===== src/sv/psa_pkg.sv =====
// ----------------------------------------------------------------------------
// psa_pkg: shared types and constants for the pointer speed/accel block
// Word layouts of both channels, datapath widths and unit control struct.
// ----------------------------------------------------------------------------
package psa_pkg;

  // Input word: one pointer sample
  typedef struct packed {
    logic        [15:0] event_code;
    logic signed [15:0] x_pos;
    logic signed [15:0] y_pos;
    logic        [31:0] time_ms;
  } psa_in_t;

  // Output word: one speed/accel result
  typedef struct packed {
    logic        [31:0] speed;
    logic signed [31:0] accel;
    logic               is_click;
    logic               is_first;
  } psa_out_t;

  // Start/advance pair driven by the sequencer into each serial unit
  typedef struct packed {
    logic load;
    logic step;
  } psa_ctl_t;

  localparam logic [15:0] CLICK_CODE_RST = 16'd513;

  localparam int MAG_W   = 16;  // |dx|, |dy|
  localparam int SUMSQ_W = 34;  // dx^2 + dy^2
  localparam int ROOT_W  = 33;  // floor(sqrt(sum * 2^32))
  localparam int DIV_W   = 32;  // divisor and remainder
  localparam int QUOT_W  = 33;  // quotient, top bit flags overflow
  localparam int CNT_W   = 6;

  localparam logic [CNT_W-1:0] SQ_LAST   = CNT_W'(MAG_W - 1);
  localparam logic [CNT_W-1:0] ROOT_LAST = CNT_W'(ROOT_W);
  localparam logic [CNT_W-1:0] ACC_LAST  = CNT_W'(DIV_W - 1);

endpackage


===== src/sv/psa_sqmac.sv =====
// ----------------------------------------------------------------------------
// psa_sqmac: bit-serial sum of two squares
// Forms |dx|^2 + |dy|^2 by shift-and-add, one multiplier bit per step.
// ----------------------------------------------------------------------------
module psa_sqmac (
  input  logic                      clk,
  input  psa_pkg::psa_ctl_t         ctl,
  input  logic [psa_pkg::MAG_W-1:0] mag_x,
  input  logic [psa_pkg::MAG_W-1:0] mag_y,
  output logic [psa_pkg::SUMSQ_W-1:0] sum
);
  import psa_pkg::*;

  logic [MAG_W-1:0]     mplx_r, mplx_nxt, mply_r, mply_nxt;
  logic [2*MAG_W-1:0]   mcdx_r, mcdx_nxt, mcdy_r, mcdy_nxt;
  logic [SUMSQ_W-1:0]   acc_r, acc_nxt;
  logic [SUMSQ_W-1:0]   add_x, add_y;

  always_comb begin
    add_x    = mplx_r[0] ? SUMSQ_W'(mcdx_r) : '0;
    add_y    = mply_r[0] ? SUMSQ_W'(mcdy_r) : '0;
    mplx_nxt = mplx_r;
    mply_nxt = mply_r;
    mcdx_nxt = mcdx_r;
    mcdy_nxt = mcdy_r;
    acc_nxt  = acc_r;
    if (ctl.load) begin
      mplx_nxt = mag_x;
      mply_nxt = mag_y;
      mcdx_nxt = (2*MAG_W)'(mag_x);
      mcdy_nxt = (2*MAG_W)'(mag_y);
      acc_nxt  = '0;
    end else if (ctl.step) begin
      acc_nxt  = acc_r + add_x + add_y;
      mplx_nxt = mplx_r >> 1;
      mply_nxt = mply_r >> 1;
      mcdx_nxt = mcdx_r << 1;
      mcdy_nxt = mcdy_r << 1;
    end
  end

  always_ff @(posedge clk) begin
    mplx_r <= mplx_nxt;
    mply_r <= mply_nxt;
    mcdx_r <= mcdx_nxt;
    mcdy_r <= mcdy_nxt;
    acc_r  <= acc_nxt;
  end

  assign sum = acc_r;

endmodule


===== src/sv/psa_sqrt.sv =====
// ----------------------------------------------------------------------------
// psa_sqrt: digit-by-digit integer square root
// One bit pair in, one root bit out per step; radicand is sum * 2^32.
// ----------------------------------------------------------------------------
module psa_sqrt (
  input  logic                        clk,
  input  psa_pkg::psa_ctl_t           ctl,
  input  logic [psa_pkg::SUMSQ_W-1:0] radicand,
  output logic                        root_bit
);
  import psa_pkg::*;

  localparam int REM_W = SUMSQ_W;
  localparam int EXT_W = REM_W + 2;

  logic [SUMSQ_W-1:0] vsh_r, vsh_nxt;
  logic [ROOT_W-1:0]  root_r, root_nxt;
  logic [REM_W-1:0]   rem_r, rem_nxt;
  logic [EXT_W-1:0]   rem_sh, trial, diff;
  logic               ge;

  always_comb begin
    rem_sh   = {rem_r, vsh_r[SUMSQ_W-1 -: 2]};
    trial    = EXT_W'({root_r, 2'b01});
    diff     = rem_sh - trial;
    ge       = (rem_sh >= trial);
    vsh_nxt  = vsh_r;
    root_nxt = root_r;
    rem_nxt  = rem_r;
    if (ctl.load) begin
      vsh_nxt  = radicand;
      root_nxt = '0;
      rem_nxt  = '0;
    end else if (ctl.step) begin
      // zero pairs shift in once the radicand is spent (the 2^32 scale)
      vsh_nxt  = {vsh_r[SUMSQ_W-3:0], 2'b00};
      root_nxt = {root_r[ROOT_W-2:0], ge};
      rem_nxt  = ge ? diff[REM_W-1:0] : rem_sh[REM_W-1:0];
    end
  end

  always_ff @(posedge clk) begin
    vsh_r  <= vsh_nxt;
    root_r <= root_nxt;
    rem_r  <= rem_nxt;
  end

  // newest root bit, taken by the divider in the following cycle
  assign root_bit = root_r[0];

endmodule


===== src/sv/psa_div.sv =====
// ----------------------------------------------------------------------------
// psa_div: bit-serial restoring divider
// Dividend arrives MSB first, one bit per step; quotient shifts in LSB side.
// ----------------------------------------------------------------------------
module psa_div (
  input  logic                       clk,
  input  psa_pkg::psa_ctl_t          ctl,
  input  logic                       dvd_bit,
  input  logic [psa_pkg::DIV_W-1:0]  divisor,
  output logic [psa_pkg::QUOT_W-1:0] quot
);
  import psa_pkg::*;

  logic [DIV_W-1:0]  rem_r, rem_nxt;
  logic [QUOT_W-1:0] q_r, q_nxt;
  logic [DIV_W:0]    rem_sh, diff;
  logic              ge;

  always_comb begin
    rem_sh  = {rem_r, dvd_bit};
    diff    = rem_sh - {1'b0, divisor};
    ge      = (rem_sh >= {1'b0, divisor});
    rem_nxt = rem_r;
    q_nxt   = q_r;
    if (ctl.load) begin
      rem_nxt = '0;
      q_nxt   = '0;
    end else if (ctl.step) begin
      rem_nxt = ge ? diff[DIV_W-1:0] : rem_sh[DIV_W-1:0];
      q_nxt   = {q_r[QUOT_W-2:0], ge};
    end
  end

  always_ff @(posedge clk) begin
    rem_r <= rem_nxt;
    q_r   <= q_nxt;
  end

  assign quot = q_r;

endmodule


===== src/sv/pointer_speed_accel_top.sv =====
// ----------------------------------------------------------------------------
// pointer_speed_accel_top: pointer speed and acceleration by finite difference
// Serial datapath turning timestamped pointer samples into Q16.16 speed/accel.
// ----------------------------------------------------------------------------
// Use:
//   in_*  : one sample word (event code, x, y, ms timestamp), valid/ready.
//   out_* : one result word (speed, accel, click flag, first flag).
//   cfg_* : write of click_code; always ready, write only while idle.
// Sequence:
//   A normal sample runs from acceptance through the shift-add squares, a
//   root-unit load, the root feeding the speed division bit-serially, the
//   speed difference, the accel division and the register of the result
//   word. One sample in flight at a time: in_ready stays low until the
//   write-back. The first sample after reset skips the arithmetic and goes
//   straight to the write-back of its word. A sample repeating the previous
//   timestamp is dropped with no word and in_ready stays high.
// Reset (rst_n low, synchronous): no history, click_code back to 513,
//   output empty.
// Stall: the output word sits in its own register; the next sample is still
//   taken and worked on, and only the final write-back waits for out_ready.
// ----------------------------------------------------------------------------
module pointer_speed_accel_top (
  input  logic              clk,
  input  logic              rst_n,
  input  logic              in_valid,
  output logic              in_ready,
  input  psa_pkg::psa_in_t  in_data,
  output logic              out_valid,
  input  logic              out_ready,
  output psa_pkg::psa_out_t out_data,
  input  logic              cfg_valid,
  output logic              cfg_ready,
  input  logic [15:0]       cfg_data
);
  import psa_pkg::*;

  typedef enum logic [2:0] {
    S_IDLE,
    S_SQ,    // shift-add squares
    S_RLD,   // load root unit, clear divider
    S_ROOT,  // root bits stream into speed division
    S_DIFF,  // saturate speed, form |speed - previous|
    S_ACC,   // accel division
    S_FIN    // write result word, commit history
  } state_t;

  state_t               state_r, state_nxt;
  logic [CNT_W-1:0]     cnt_r, cnt_nxt;

  // history
  logic                 have_prev_r, have_prev_nxt;
  logic signed [15:0]   prev_x_r, prev_x_nxt, prev_y_r, prev_y_nxt;
  logic [31:0]          prev_t_r, prev_t_nxt;
  logic [31:0]          prev_speed_r, prev_speed_nxt;
  logic [15:0]          click_code_r, click_code_nxt;

  // current sample
  logic signed [15:0]   cur_x_r, cur_x_nxt, cur_y_r, cur_y_nxt;
  logic [31:0]          cur_t_r, cur_t_nxt;
  logic [31:0]          dt_r, dt_nxt;
  logic                 click_r, click_nxt, first_r, first_nxt;
  logic [31:0]          speed_r, speed_nxt;
  logic                 neg_r, neg_nxt;
  logic [31:0]          dvd_r, dvd_nxt;

  logic                 out_valid_r, out_valid_nxt;
  psa_out_t             out_data_r, out_data_nxt;

  // unit hookup
  psa_ctl_t             sq_ctl, rt_ctl, dv_ctl;
  logic [MAG_W-1:0]     mag_x, mag_y;
  logic [SUMSQ_W-1:0]   sumsq;
  logic                 root_bit, dv_bit;
  logic [QUOT_W-1:0]    quot;

  // combinational helpers
  logic                 in_fire;
  logic [31:0]          dt_in;
  logic [16:0]          dx_a, dx_b, dy_a, dy_b;
  logic [31:0]          speed_sat, up_diff, dn_diff, mag_q, accel_val;
  logic                 out_free;

  assign in_ready  = (state_r == S_IDLE);
  assign cfg_ready = 1'b1;
  assign in_fire   = in_valid && in_ready;
  assign out_free  = !out_valid_r || out_ready;

  // dt modulo 2^32; |dx|, |dy| from two opposite subtractions
  assign dt_in = in_data.time_ms - prev_t_r;
  assign dx_a  = {in_data.x_pos[15], in_data.x_pos} - {prev_x_r[15], prev_x_r};
  assign dx_b  = {prev_x_r[15], prev_x_r} - {in_data.x_pos[15], in_data.x_pos};
  assign dy_a  = {in_data.y_pos[15], in_data.y_pos} - {prev_y_r[15], prev_y_r};
  assign dy_b  = {prev_y_r[15], prev_y_r} - {in_data.y_pos[15], in_data.y_pos};
  assign mag_x = dx_a[16] ? dx_b[MAG_W-1:0] : dx_a[MAG_W-1:0];
  assign mag_y = dy_a[16] ? dy_b[MAG_W-1:0] : dy_a[MAG_W-1:0];

  // speed quotient: top bit set means it overflowed 32 bits
  assign speed_sat = quot[QUOT_W-1] ? '1 : quot[31:0];
  assign up_diff   = speed_sat - prev_speed_r;
  assign dn_diff   = prev_speed_r - speed_sat;

  // accel: zero for a first sample; else clamp magnitude to the signed range, then apply sign
  assign mag_q = quot[31:0];
  always_comb begin
    if (first_r) begin
      accel_val = '0;
    end else if (neg_r) begin
      accel_val = mag_q[31] ? 32'h8000_0000 : (32'd0 - mag_q);
    end else begin
      accel_val = mag_q[31] ? 32'h7FFF_FFFF : mag_q;
    end
  end

  // unit control
  always_comb begin
    sq_ctl.load = in_fire && have_prev_r && (dt_in != '0);
    sq_ctl.step = (state_r == S_SQ);
    rt_ctl.load = (state_r == S_RLD);
    rt_ctl.step = (state_r == S_ROOT) && (cnt_r != ROOT_LAST);
    dv_ctl.load = (state_r == S_RLD) || (state_r == S_DIFF);
    dv_ctl.step = ((state_r == S_ROOT) && (cnt_r != '0)) || (state_r == S_ACC);
    dv_bit      = (state_r == S_ACC) ? dvd_r[31] : root_bit;
  end

  always_comb begin
    state_nxt      = state_r;
    cnt_nxt        = cnt_r;
    have_prev_nxt  = have_prev_r;
    prev_x_nxt     = prev_x_r;
    prev_y_nxt     = prev_y_r;
    prev_t_nxt     = prev_t_r;
    prev_speed_nxt = prev_speed_r;
    click_code_nxt = click_code_r;
    cur_x_nxt      = cur_x_r;
    cur_y_nxt      = cur_y_r;
    cur_t_nxt      = cur_t_r;
    dt_nxt         = dt_r;
    click_nxt      = click_r;
    first_nxt      = first_r;
    speed_nxt      = speed_r;
    neg_nxt        = neg_r;
    dvd_nxt        = dvd_r;
    out_valid_nxt  = out_valid_r;
    out_data_nxt   = out_data_r;

    if (cfg_valid && cfg_ready) begin
      click_code_nxt = cfg_data;
    end

    if (out_valid_r && out_ready) begin
      out_valid_nxt = 1'b0;
    end

    case (state_r)
      S_IDLE: begin
        if (in_fire) begin
          cur_x_nxt = in_data.x_pos;
          cur_y_nxt = in_data.y_pos;
          cur_t_nxt = in_data.time_ms;
          click_nxt = (in_data.event_code == click_code_r);
          dt_nxt    = dt_in;
          cnt_nxt   = '0;
          if (!have_prev_r) begin
            first_nxt = 1'b1;
            speed_nxt = '0;
            state_nxt = S_FIN;
          end else if (dt_in != '0) begin
            first_nxt = 1'b0;
            state_nxt = S_SQ;
          end
          // repeated timestamp: dropped, stay idle
        end
      end
      S_SQ: begin
        cnt_nxt = cnt_r + 1'b1;
        if (cnt_r == SQ_LAST) begin
          cnt_nxt   = '0;
          state_nxt = S_RLD;
        end
      end
      S_RLD: begin
        state_nxt = S_ROOT;
      end
      S_ROOT: begin
        cnt_nxt = cnt_r + 1'b1;
        if (cnt_r == ROOT_LAST) begin
          cnt_nxt   = '0;
          state_nxt = S_DIFF;
        end
      end
      S_DIFF: begin
        speed_nxt = speed_sat;
        neg_nxt   = (speed_sat < prev_speed_r);
        dvd_nxt   = (speed_sat < prev_speed_r) ? dn_diff : up_diff;
        state_nxt = S_ACC;
      end
      S_ACC: begin
        cnt_nxt = cnt_r + 1'b1;
        dvd_nxt = {dvd_r[30:0], 1'b0};
        if (cnt_r == ACC_LAST) begin
          cnt_nxt   = '0;
          state_nxt = S_FIN;
        end
      end
      S_FIN: begin
        if (out_free) begin
          out_valid_nxt         = 1'b1;
          out_data_nxt.speed    = speed_r;
          out_data_nxt.accel    = accel_val;
          out_data_nxt.is_click = click_r;
          out_data_nxt.is_first = first_r;
          have_prev_nxt         = 1'b1;
          prev_x_nxt            = cur_x_r;
          prev_y_nxt            = cur_y_r;
          prev_t_nxt            = cur_t_r;
          prev_speed_nxt        = speed_r;
          state_nxt             = S_IDLE;
        end
      end
      default: begin
        state_nxt = S_IDLE;
      end
    endcase
  end

  always_ff @(posedge clk) begin
    if (!rst_n) begin
      state_r      <= S_IDLE;
      cnt_r        <= '0;
      have_prev_r  <= 1'b0;
      prev_x_r     <= '0;
      prev_y_r     <= '0;
      prev_t_r     <= '0;
      prev_speed_r <= '0;
      click_code_r <= CLICK_CODE_RST;
      out_valid_r  <= 1'b0;
    end else begin
      state_r      <= state_nxt;
      cnt_r        <= cnt_nxt;
      have_prev_r  <= have_prev_nxt;
      prev_x_r     <= prev_x_nxt;
      prev_y_r     <= prev_y_nxt;
      prev_t_r     <= prev_t_nxt;
      prev_speed_r <= prev_speed_nxt;
      click_code_r <= click_code_nxt;
      out_valid_r  <= out_valid_nxt;
    end
  end

  // payload registers, no reset
  always_ff @(posedge clk) begin
    cur_x_r    <= cur_x_nxt;
    cur_y_r    <= cur_y_nxt;
    cur_t_r    <= cur_t_nxt;
    dt_r       <= dt_nxt;
    click_r    <= click_nxt;
    first_r    <= first_nxt;
    speed_r    <= speed_nxt;
    neg_r      <= neg_nxt;
    dvd_r      <= dvd_nxt;
    out_data_r <= out_data_nxt;
  end

  psa_sqmac u_sqmac (
    .clk   (clk),
    .ctl   (sq_ctl),
    .mag_x (mag_x),
    .mag_y (mag_y),
    .sum   (sumsq)
  );

  psa_sqrt u_sqrt (
    .clk      (clk),
    .ctl      (rt_ctl),
    .radicand (sumsq),
    .root_bit (root_bit)
  );

  psa_div u_div (
    .clk     (clk),
    .ctl     (dv_ctl),
    .dvd_bit (dv_bit),
    .divisor (dt_r),
    .quot    (quot)
  );

  assign out_valid = out_valid_r;
  assign out_data  = out_data_r;

endmodule

===== config.mk =====
export PLATFORM = sky130hd
export DESIGN_NAME = pointer_speed_accel_top
export DESIGN_NICKNAME = d
export VERILOG_FILES = /design/src/sv/psa_pkg.sv /design/src/sv/psa_sqmac.sv /design/src/sv/psa_sqrt.sv /design/src/sv/psa_div.sv /design/src/sv/pointer_speed_accel_top.sv
export SDC_FILE = /design/constraint.sdc
export NUM_CORES = 2
export LEC_CHECK = 0
export BUFFER_PORTS_ARGS = -buffer_cell sky130_fd_sc_hd__clkbuf_2
export CAP_MARGIN = 20
export CORE_MARGIN = 3
export CORE_UTILIZATION = 55
export DETAILED_ROUTE_END_ITERATION = 7
export GPL_TIMING_DRIVEN = 0
export PLACE_DENSITY = 0.72
export SKIP_CTS_REPAIR_TIMING = 1
export SLEW_MARGIN = 20
export SYNTH_ARGS = -nofsm -noshare
export SYNTH_HDL_FRONTEND = slang
export SYNTH_SLANG_ARGS = --single-unit

===== constraint.sdc =====
create_clock -name clk -period 6.8 [get_ports clk]
set_clock_uncertainty 0.05 [all_clocks]
set_input_delay 0.34 -clock clk [delete_from_list [all_inputs] [get_ports clk]]
set_output_delay 0.34 -clock clk [all_outputs]
set_load 0.01 [all_outputs]

; ---- Word-level counts from Yosys, hierarchy flattened
; Cells that the tools add are included.
[classes]
add_sub_neg = 13
n_eq_ne = 19
n_mux = 43
order_cmp = 3
reduce_logical = 24
[op_table]
columns = op, n
row1 = 32-bit two-way mux, 9
row2 = 16-bit two-way mux, 10
row3 = 32-bit case mux with 2 select lines, 2
row4 = 32-bit subtractor, 4
row5 = 34-bit two-way mux, 3
row6 = 34-bit adder, 2
row7 = 36-bit by 35-bit >= comparator with 1-bit output, 1
row8 = 16-bit by 16-bit subtractor with 17-bit output, 2
row9 = 34-bit subtractor, 1
row10 = 33-bit by 32-bit >= comparator with 1-bit output, 1
row11 = 32-bit < comparator, 1
row12 = 32-bit nonzero test, 1
row13 = 1-bit by 32-bit subtractor with 32-bit output (first input constant), 1
row14 = 16-bit subtractor, 2
row15 = 31-bit two-way mux, 1
row16 = 6-bit two-way mux, 4
row17 = 6-bit case mux with 4 select lines, 1
row18 = 3-bit two-way mux, 7
row19 = 3-bit case mux with 7 select lines, 1
row20 = 16-bit equality test, 1
row21 = 2-bit by 1-bit inequality test with 1-bit output (second input constant), 5
row22 = 3-bit equality test (second input constant), 3
row23 = 2-bit nonzero test, 4
row24 = 6-bit by 1-bit adder with 6-bit output (second input constant), 1
row25 = 18 further kinds, 34
[totals]
input_bits = 101
out_inout_bits = 69
wordCells = 136
regBits = 648

; ---- Depth between registers and ports, before layout
[logic_depth]
word_depth = 6
mapped_depth = 20
depth_no_buf = 18

; ---- Cells and area by module
; Synthesis repeated with hierarchy kept, for this count alone.
[hier_totals]
hier_cells = 4516
hier_area_um2 = 40754.1
[modules_own_cells]
columns = module, cells_per_inst, seq_area_each_um2, n_inst, area_per_inst_um2
row1 = pointer_speed_accel_top, 2470, 9339.0, 1, 22232.6
row2 = psa_sqmac, 800, 3243.1, 1, 7734.9
row3 = psa_sqrt, 674, 2362.3, 1, 6249.7
row4 = psa_div, 572, 1301.2, 1, 4536.9

; ---- Worst setup path before layout
; Ideal clock, no wire load.
[synth_path]
path_type = register to register
from = register state_r[1]
to = register u_sqmac.mcdx_r[0] (enable)
slack_ns = 0.682
t_required_ns = 6.326
setup_time_ns = 0.424
stages_incl_launch_ff = 8
path_buffers = 2
period_less_slack_ns = 6.118
arrival_time_ns = 5.645
path_cell_list = dfxtp_1 -> clkbuf_1 -> nor3_1 -> and2_1 -> nand2_1 -> or2_2 -> clkbuf_1 -> nand2_1
[synth_between]
elab_chain_cells = 5
word_cells_on_any_way = 6
classes_between = eq/ne: 1 / reduce/logical: 5
[synth_lines]
columns = item, line_no
row1 = "start, declared", pointer_speed_accel_top.sv:47  ; state_t state_r, state_nxt;
row2 = "start signal, assigned", pointer_speed_accel_top.sv:238  ; state_r <= state_nxt;
row3 = 3-bit logical NOT, pointer_speed_accel_top.sv:83  ; assign in_ready = (state_r == S_IDLE);
row4 = named net in_ready, pointer_speed_accel_top.sv:26  ; output logic in_ready,
row5 = 1-bit logical AND, pointer_speed_accel_top.sv:85  ; assign in_fire = in_valid && in_ready;
row6 = 1-bit logical AND (2 in series), pointer_speed_accel_top.sv:116  ; sq_ctl.load = in_fire && have_prev_r && (dt_in != '0);
row7 = 2-bit nonzero test (no source line), --
row8 = "end signal, assigned", psa_sqmac.sv:45  ; mcdx_r <= mcdx_nxt;
row9 = "end, declared", psa_sqmac.sv:15  ; logic [2*MAG_W-1:0] mcdx_r, mcdx_nxt, mcdy_r, mcdy_nxt;
; The timed path passes the listed nets, and every way through them passes these cells.
; A chain may end at the register's enable or synchronous reset.

; ---- Worst setup path after layout
[layout_path]
from = register state_r[2]
to = register u_div.rem_r[19]
[layout_between]
elab_chain_cells = 4
word_cells_on_any_way = 11
classes_between = add/sub: 1 / order compare: 1 / eq/ne: 4 / mux: 2 / reduce/logical: 3
[layout_lines]
columns = item, line_no
row1 = 3-bit equality test, "pointer_speed_accel_top.sv:121, pointer_speed_accel_top.sv:122"
row2 = 1-bit two-way mux, pointer_speed_accel_top.sv:122  ; dv_bit = (state_r == S_ACC) ? dvd_r[31] : root_bit;
row3 = 32-bit subtractor / 33-bit by 32-bit >= comparator with 1-bit output (equally long branches), "psa_div.sv:21, psa_div.sv:22"
row4 = 32-bit two-way mux, psa_div.sv:29  ; rem_nxt = ge ? diff[DIV_W-1:0] : rem_sh[DIV_W-1:0];
row5 = "end signal, assigned", psa_div.sv:35  ; rem_r <= rem_nxt;
row6 = "end, declared", psa_div.sv:14  ; logic [DIV_W-1:0] rem_r, rem_nxt;
; Parallel ways exist; a longest one is shown, timed or not.

==> impl_metrics.py <==
metrics = {
    "status": {
        "status": "complete, but fails checks",
        "violations": "hold timing",
    },
    "power": {
        "swShare_pct": 41.8,
        "p_clk_share_pct": 19.9,
        "seq_power_share_pct": 29.0,
        "power_switching_uw": 8620,
        "vdd_drop_max_uv": 384,
        "power_density_nw_per_um2": 457,
        "intPower_uw": 12000,
        "power_frac_comb_pct": 51.1,
        "leakage_uw": 0.0187,
    },
    "layout": {
        "fin_area_sq_um": 45100,
        "seqCellArea_sq_um": 16200,
        "fin_nets": 5263,
        "nFillCells": 6048,
        "drive_above_1_share_pct": 9.02,
        "syn2layout_area_growth_pct": 13.7,
        "post-route-util_pct": 63.7,
        "multi_input_area_sq_um": 21000,
    },
    "timing": {
        "setup_ws_ns": 0.538,
        "hold_slack_ns": -0.0287,
        "max_freq_mhz": 160,
        "setup_viol": 0,
        "tightest_slew_ns": 1.08,
        "rsz0062_at_grt": "no",
        "final.period_utilization_pct": 92.1,
        "min_period_ns": 6.26,
        "final-hold-violation-count": 2,
        "slew_headroom_pct": 27.9,
        "finalMaxSlewViolations": 0,
    },
    "clocking": {
        "cts_buffers": 74,
        "cts_tree": "done",
        "clockBufferDepth": 3,
        "clk_pin_slew_ns": 0.06,
        "insertion_delay_ns": 0.62,
        "cts_root_buf": "clkbuf_16",
        "htree_levels": 3,
        "cts_num_sinks": 648,
    },
    "setup_path": {
        "crit_arrival_ns": 6.67,
        "required_ns": 7.21,
        "critPathMaxFanout": 13,
        "worstSetupPathType": "reg -> reg",
        "end_kind": "flip-flop",
        "crit_path_start_kind": "flip-flop",
    },
    "placement": {
        "post_dp_cell_area_sq_um": 41800,
        "gp_congestion": 0.937,
        "detailedPlace.worstSlack_ns": 0.718,
        "numPortBuffers": 166,
        "hpwl_mm": 76.2,
    },
    "floorplan": {
        "io_pins": 170,
        "die_y_um": 274,
        "coreArea_sq_um": 70800,
        "dieWidth_um": 274,
        "fp-row-count": 97,
        "dieArea_sq_um": 75300,
        "initial_core_util_pct": 56.0,
    },
    "logic_synthesis": {
        "synth_nets": 4937,
        "syn_inst": 4536,
        "avgSynthCellArea_sq_um": 8.74,
        "yosysUniqueCellTypes": 85,
        "seq_area_frac_synth_pct": 41.0,
        "yosysWarnings": 0,
        "synth_edf_count": 327,
        "synth-async-reset-ratio_pct": 0,
        "syn_area_sq_um": 39600,
        "synth_ff_type": "edfxtp_1",
        "ys_ff_latch": 648,
    },
    "grt": {
        "grt-ovfl-total": 0,
        "grt_antenna_before_repair": 5,
        "grt_pass1_wl_mm": 164,
        "grt.total_usage_pct": 27.1,
        "grt_max_degree": 56,
        "grt_pass1_vias": 31300,
    },
    "routing": {
        "dr.pass1.iters": 6,
        "vias": 33100,
        "drc": 0,
        "drt_iter0_markers": 2663,
        "ant_nets": 0,
        "wl_per_cell_um": 17.7,
        "routed_wl_mm": 104,
        "vias_per_cell": 5.64,
    },
    "job": {
        "maxCapViolations": 0,
    },
    "worst_hold_path": {
        "min_path_type": "in -> reg",
    },
}
==> layer usage <==
layer | routed length (um) | track usage (%) | part of all wire (%) | up-vias
li1 | - | - | - | 16300
met1 | 47300 | 38.0 | 45 | 15600
met2 | 47400 | 43.2 | 46 | 923
met3 | 6720 | 4.42 | 6.5 | 155
met4 | 2570 | 8.19 | 2.5 | 2
met5 | 13 | 0 | 0.013 | -
==> placed cells by master, fill, tap and decap left out, drive strengths merged, types with 16 or more instances in the layout <==
| cell type | count |
|---|---|
| nand2 | 754 |
| clkbuf | 466 |
| a21oi | 398 |
| inv | 397 |
| nor2 | 339 |
| edfxtp | 327 |
| dfxtp | 321 |
| o21ai | 275 |
| ha | 259 |
| a21o | 123 |
| xnor2 | 122 |
| a21boi | 111 |
| dlygate4sd3 | 76 |
| mux2i | 66 |
| mux2 | 63 |
| xor2 | 59 |
| nor3 | 56 |
| nand3 | 50 |
| nor2b | 48 |
| buf | 42 |
| fa | 41 |
| o21a | 39 |
| a211oi | 34 |
| nand2b | 33 |
| a31oi | 32 |
| nand4 | 31 |
| and2 | 31 |
| or3 | 25 |
| o21bai | 25 |
| and3 | 23 |
| o211ai | 19 |
| or2 | 16 |
==> final timing paths <==
check	start	endpoint	slack, ns	cells after the start
worst min register to register	click_r	out_data[1]	0.38	0
worst min-delay path	cfg_data[11]	click_code_r[11]	-0.03	3
worst max-delay path	state_r[2]	u_div.rem_r[19]	0.54	20
worst max register to register	state_r[2]	u_div.rem_r[19]	0.54	20
==> per-stage QoR <==
step / TNS (ns) / total power, uW / cells
CTS: 0 / 20500 / 5786
floorplan: 0 / 13700 / 4536
global placement: -153.27 / 16200 / 5642
detailed placement: 0 / 16400 / 5650
global route: 0 / 22100 / 5862
finish: 0 / 20600 / 5865
==> power by group through the flow <==
stage	combinational [uW]	sequential (uW)	clock, uW
after global routing	11700	6070	4340
after CTS	10400	5960	4180
final	10500	5970	4110
after global placement	10100	6080	0
after detailed placement	10300	6030	0
after floorplan	7790	5890	0
==> cells by family (layout without fill, tap and decap cells) <==
logic type | count (synthesis) | after routing | synth area share (%)
XOR/XNOR | 181 | 181 | 4.00
other | 1 | 4 | 0.00946
AND/OR/NAND/NOR | 1458 | 1458 | 16.0
buffers and inverters | 621 | 1007 | 6.07
adder cells (fa/ha/maj) | 300 | 300 | 10.2
multiplexers | 129 | 129 | 3.51
flip-flops | 648 | 648 | 41.0
AO/OA/AOI/OAI | 1198 | 1198 | 19.2
==> synth_stat cells (25+ instances only) <==
| library cell | instances | area (sq um) |
|---|---|---|
| or3_1 | 25 | 156 |
| nand2_1 | 754 | 2830 |
| a21boi_0 | 110 | 826 |
| a21oi_2 | 31 | 272 |
| nand3_1 | 50 | 250 |
| ha_1 | 259 | 3240 |
| fa_1 | 41 | 821 |
| nor2b_1 | 48 | 300 |
| dfxtp_1 | 321 | 6430 |
| o21bai_1 | 25 | 188 |
| edfxtp_1 | 327 | 9820 |
| a21oi_1 | 367 | 1840 |
| o21ai_0 | 274 | 1370 |
| nor3_1 | 56 | 280 |
| nand4_1 | 31 | 194 |
| a211oi_1 | 34 | 255 |
| xor2_1 | 59 | 517 |
| mux2_2 | 57 | 642 |
| a31oi_1 | 32 | 200 |
| xnor2_1 | 122 | 1070 |
| inv_1 | 391 | 1470 |
| mux2i_1 | 66 | 661 |
| nand2b_1 | 33 | 206 |
| clkbuf_1 | 194 | 728 |
| nor2_1 | 338 | 1270 |
| o21a_1 | 39 | 293 |
| a21o_1 | 123 | 923 |
| and2_1 | 31 | 194 |
==> final cells by class <==
cell class | count | share of cell area, %
antenna | 3 | 0.0166
buffer | 228 | 2.07
clock buffer | 106 | 4.74
clock inverter | 30 | 0.758
inverter | 393 | 3.27
multi-input combinational | 3267 | 46.6
sequential | 648 | 36.0
tap | 940 | 2.61
timing repair buffer | 250 | 3.88
==> flip-flops by register name (all words and copies together), names as in the netlist, 33 cells and up <==
register and flops:
u_sqrt.vsh_r 34, out_data 66, u_div.quot 33, u_sqmac.sum 34
u_sqrt.root_r 33, u_sqrt.rem_r 34
==> worst max-delay path, cell delays in order, from the launching register on <==
cell      delay (ns)
dfxtp_1         0.40
inv_1           0.15
nor2_4          0.38
and2_1          0.19
clkbuf_1        0.38
nor2_1          0.09
a21oi_1         0.55
ha_1            0.31
inv_1           0.05
a21oi_1         0.26
o211ai_1        0.20
a31oi_1         0.41
o221ai_1        0.29
a31oi_1         0.45
o21ba_2         0.21
clkbuf_1        0.30
clkbuf_1        0.50
clkbuf_1        0.52
o21ai_0         0.21
o21ai_0         0.11
nor2_1          0.07
No activity file was read; power rests on OpenSTA's default activity.
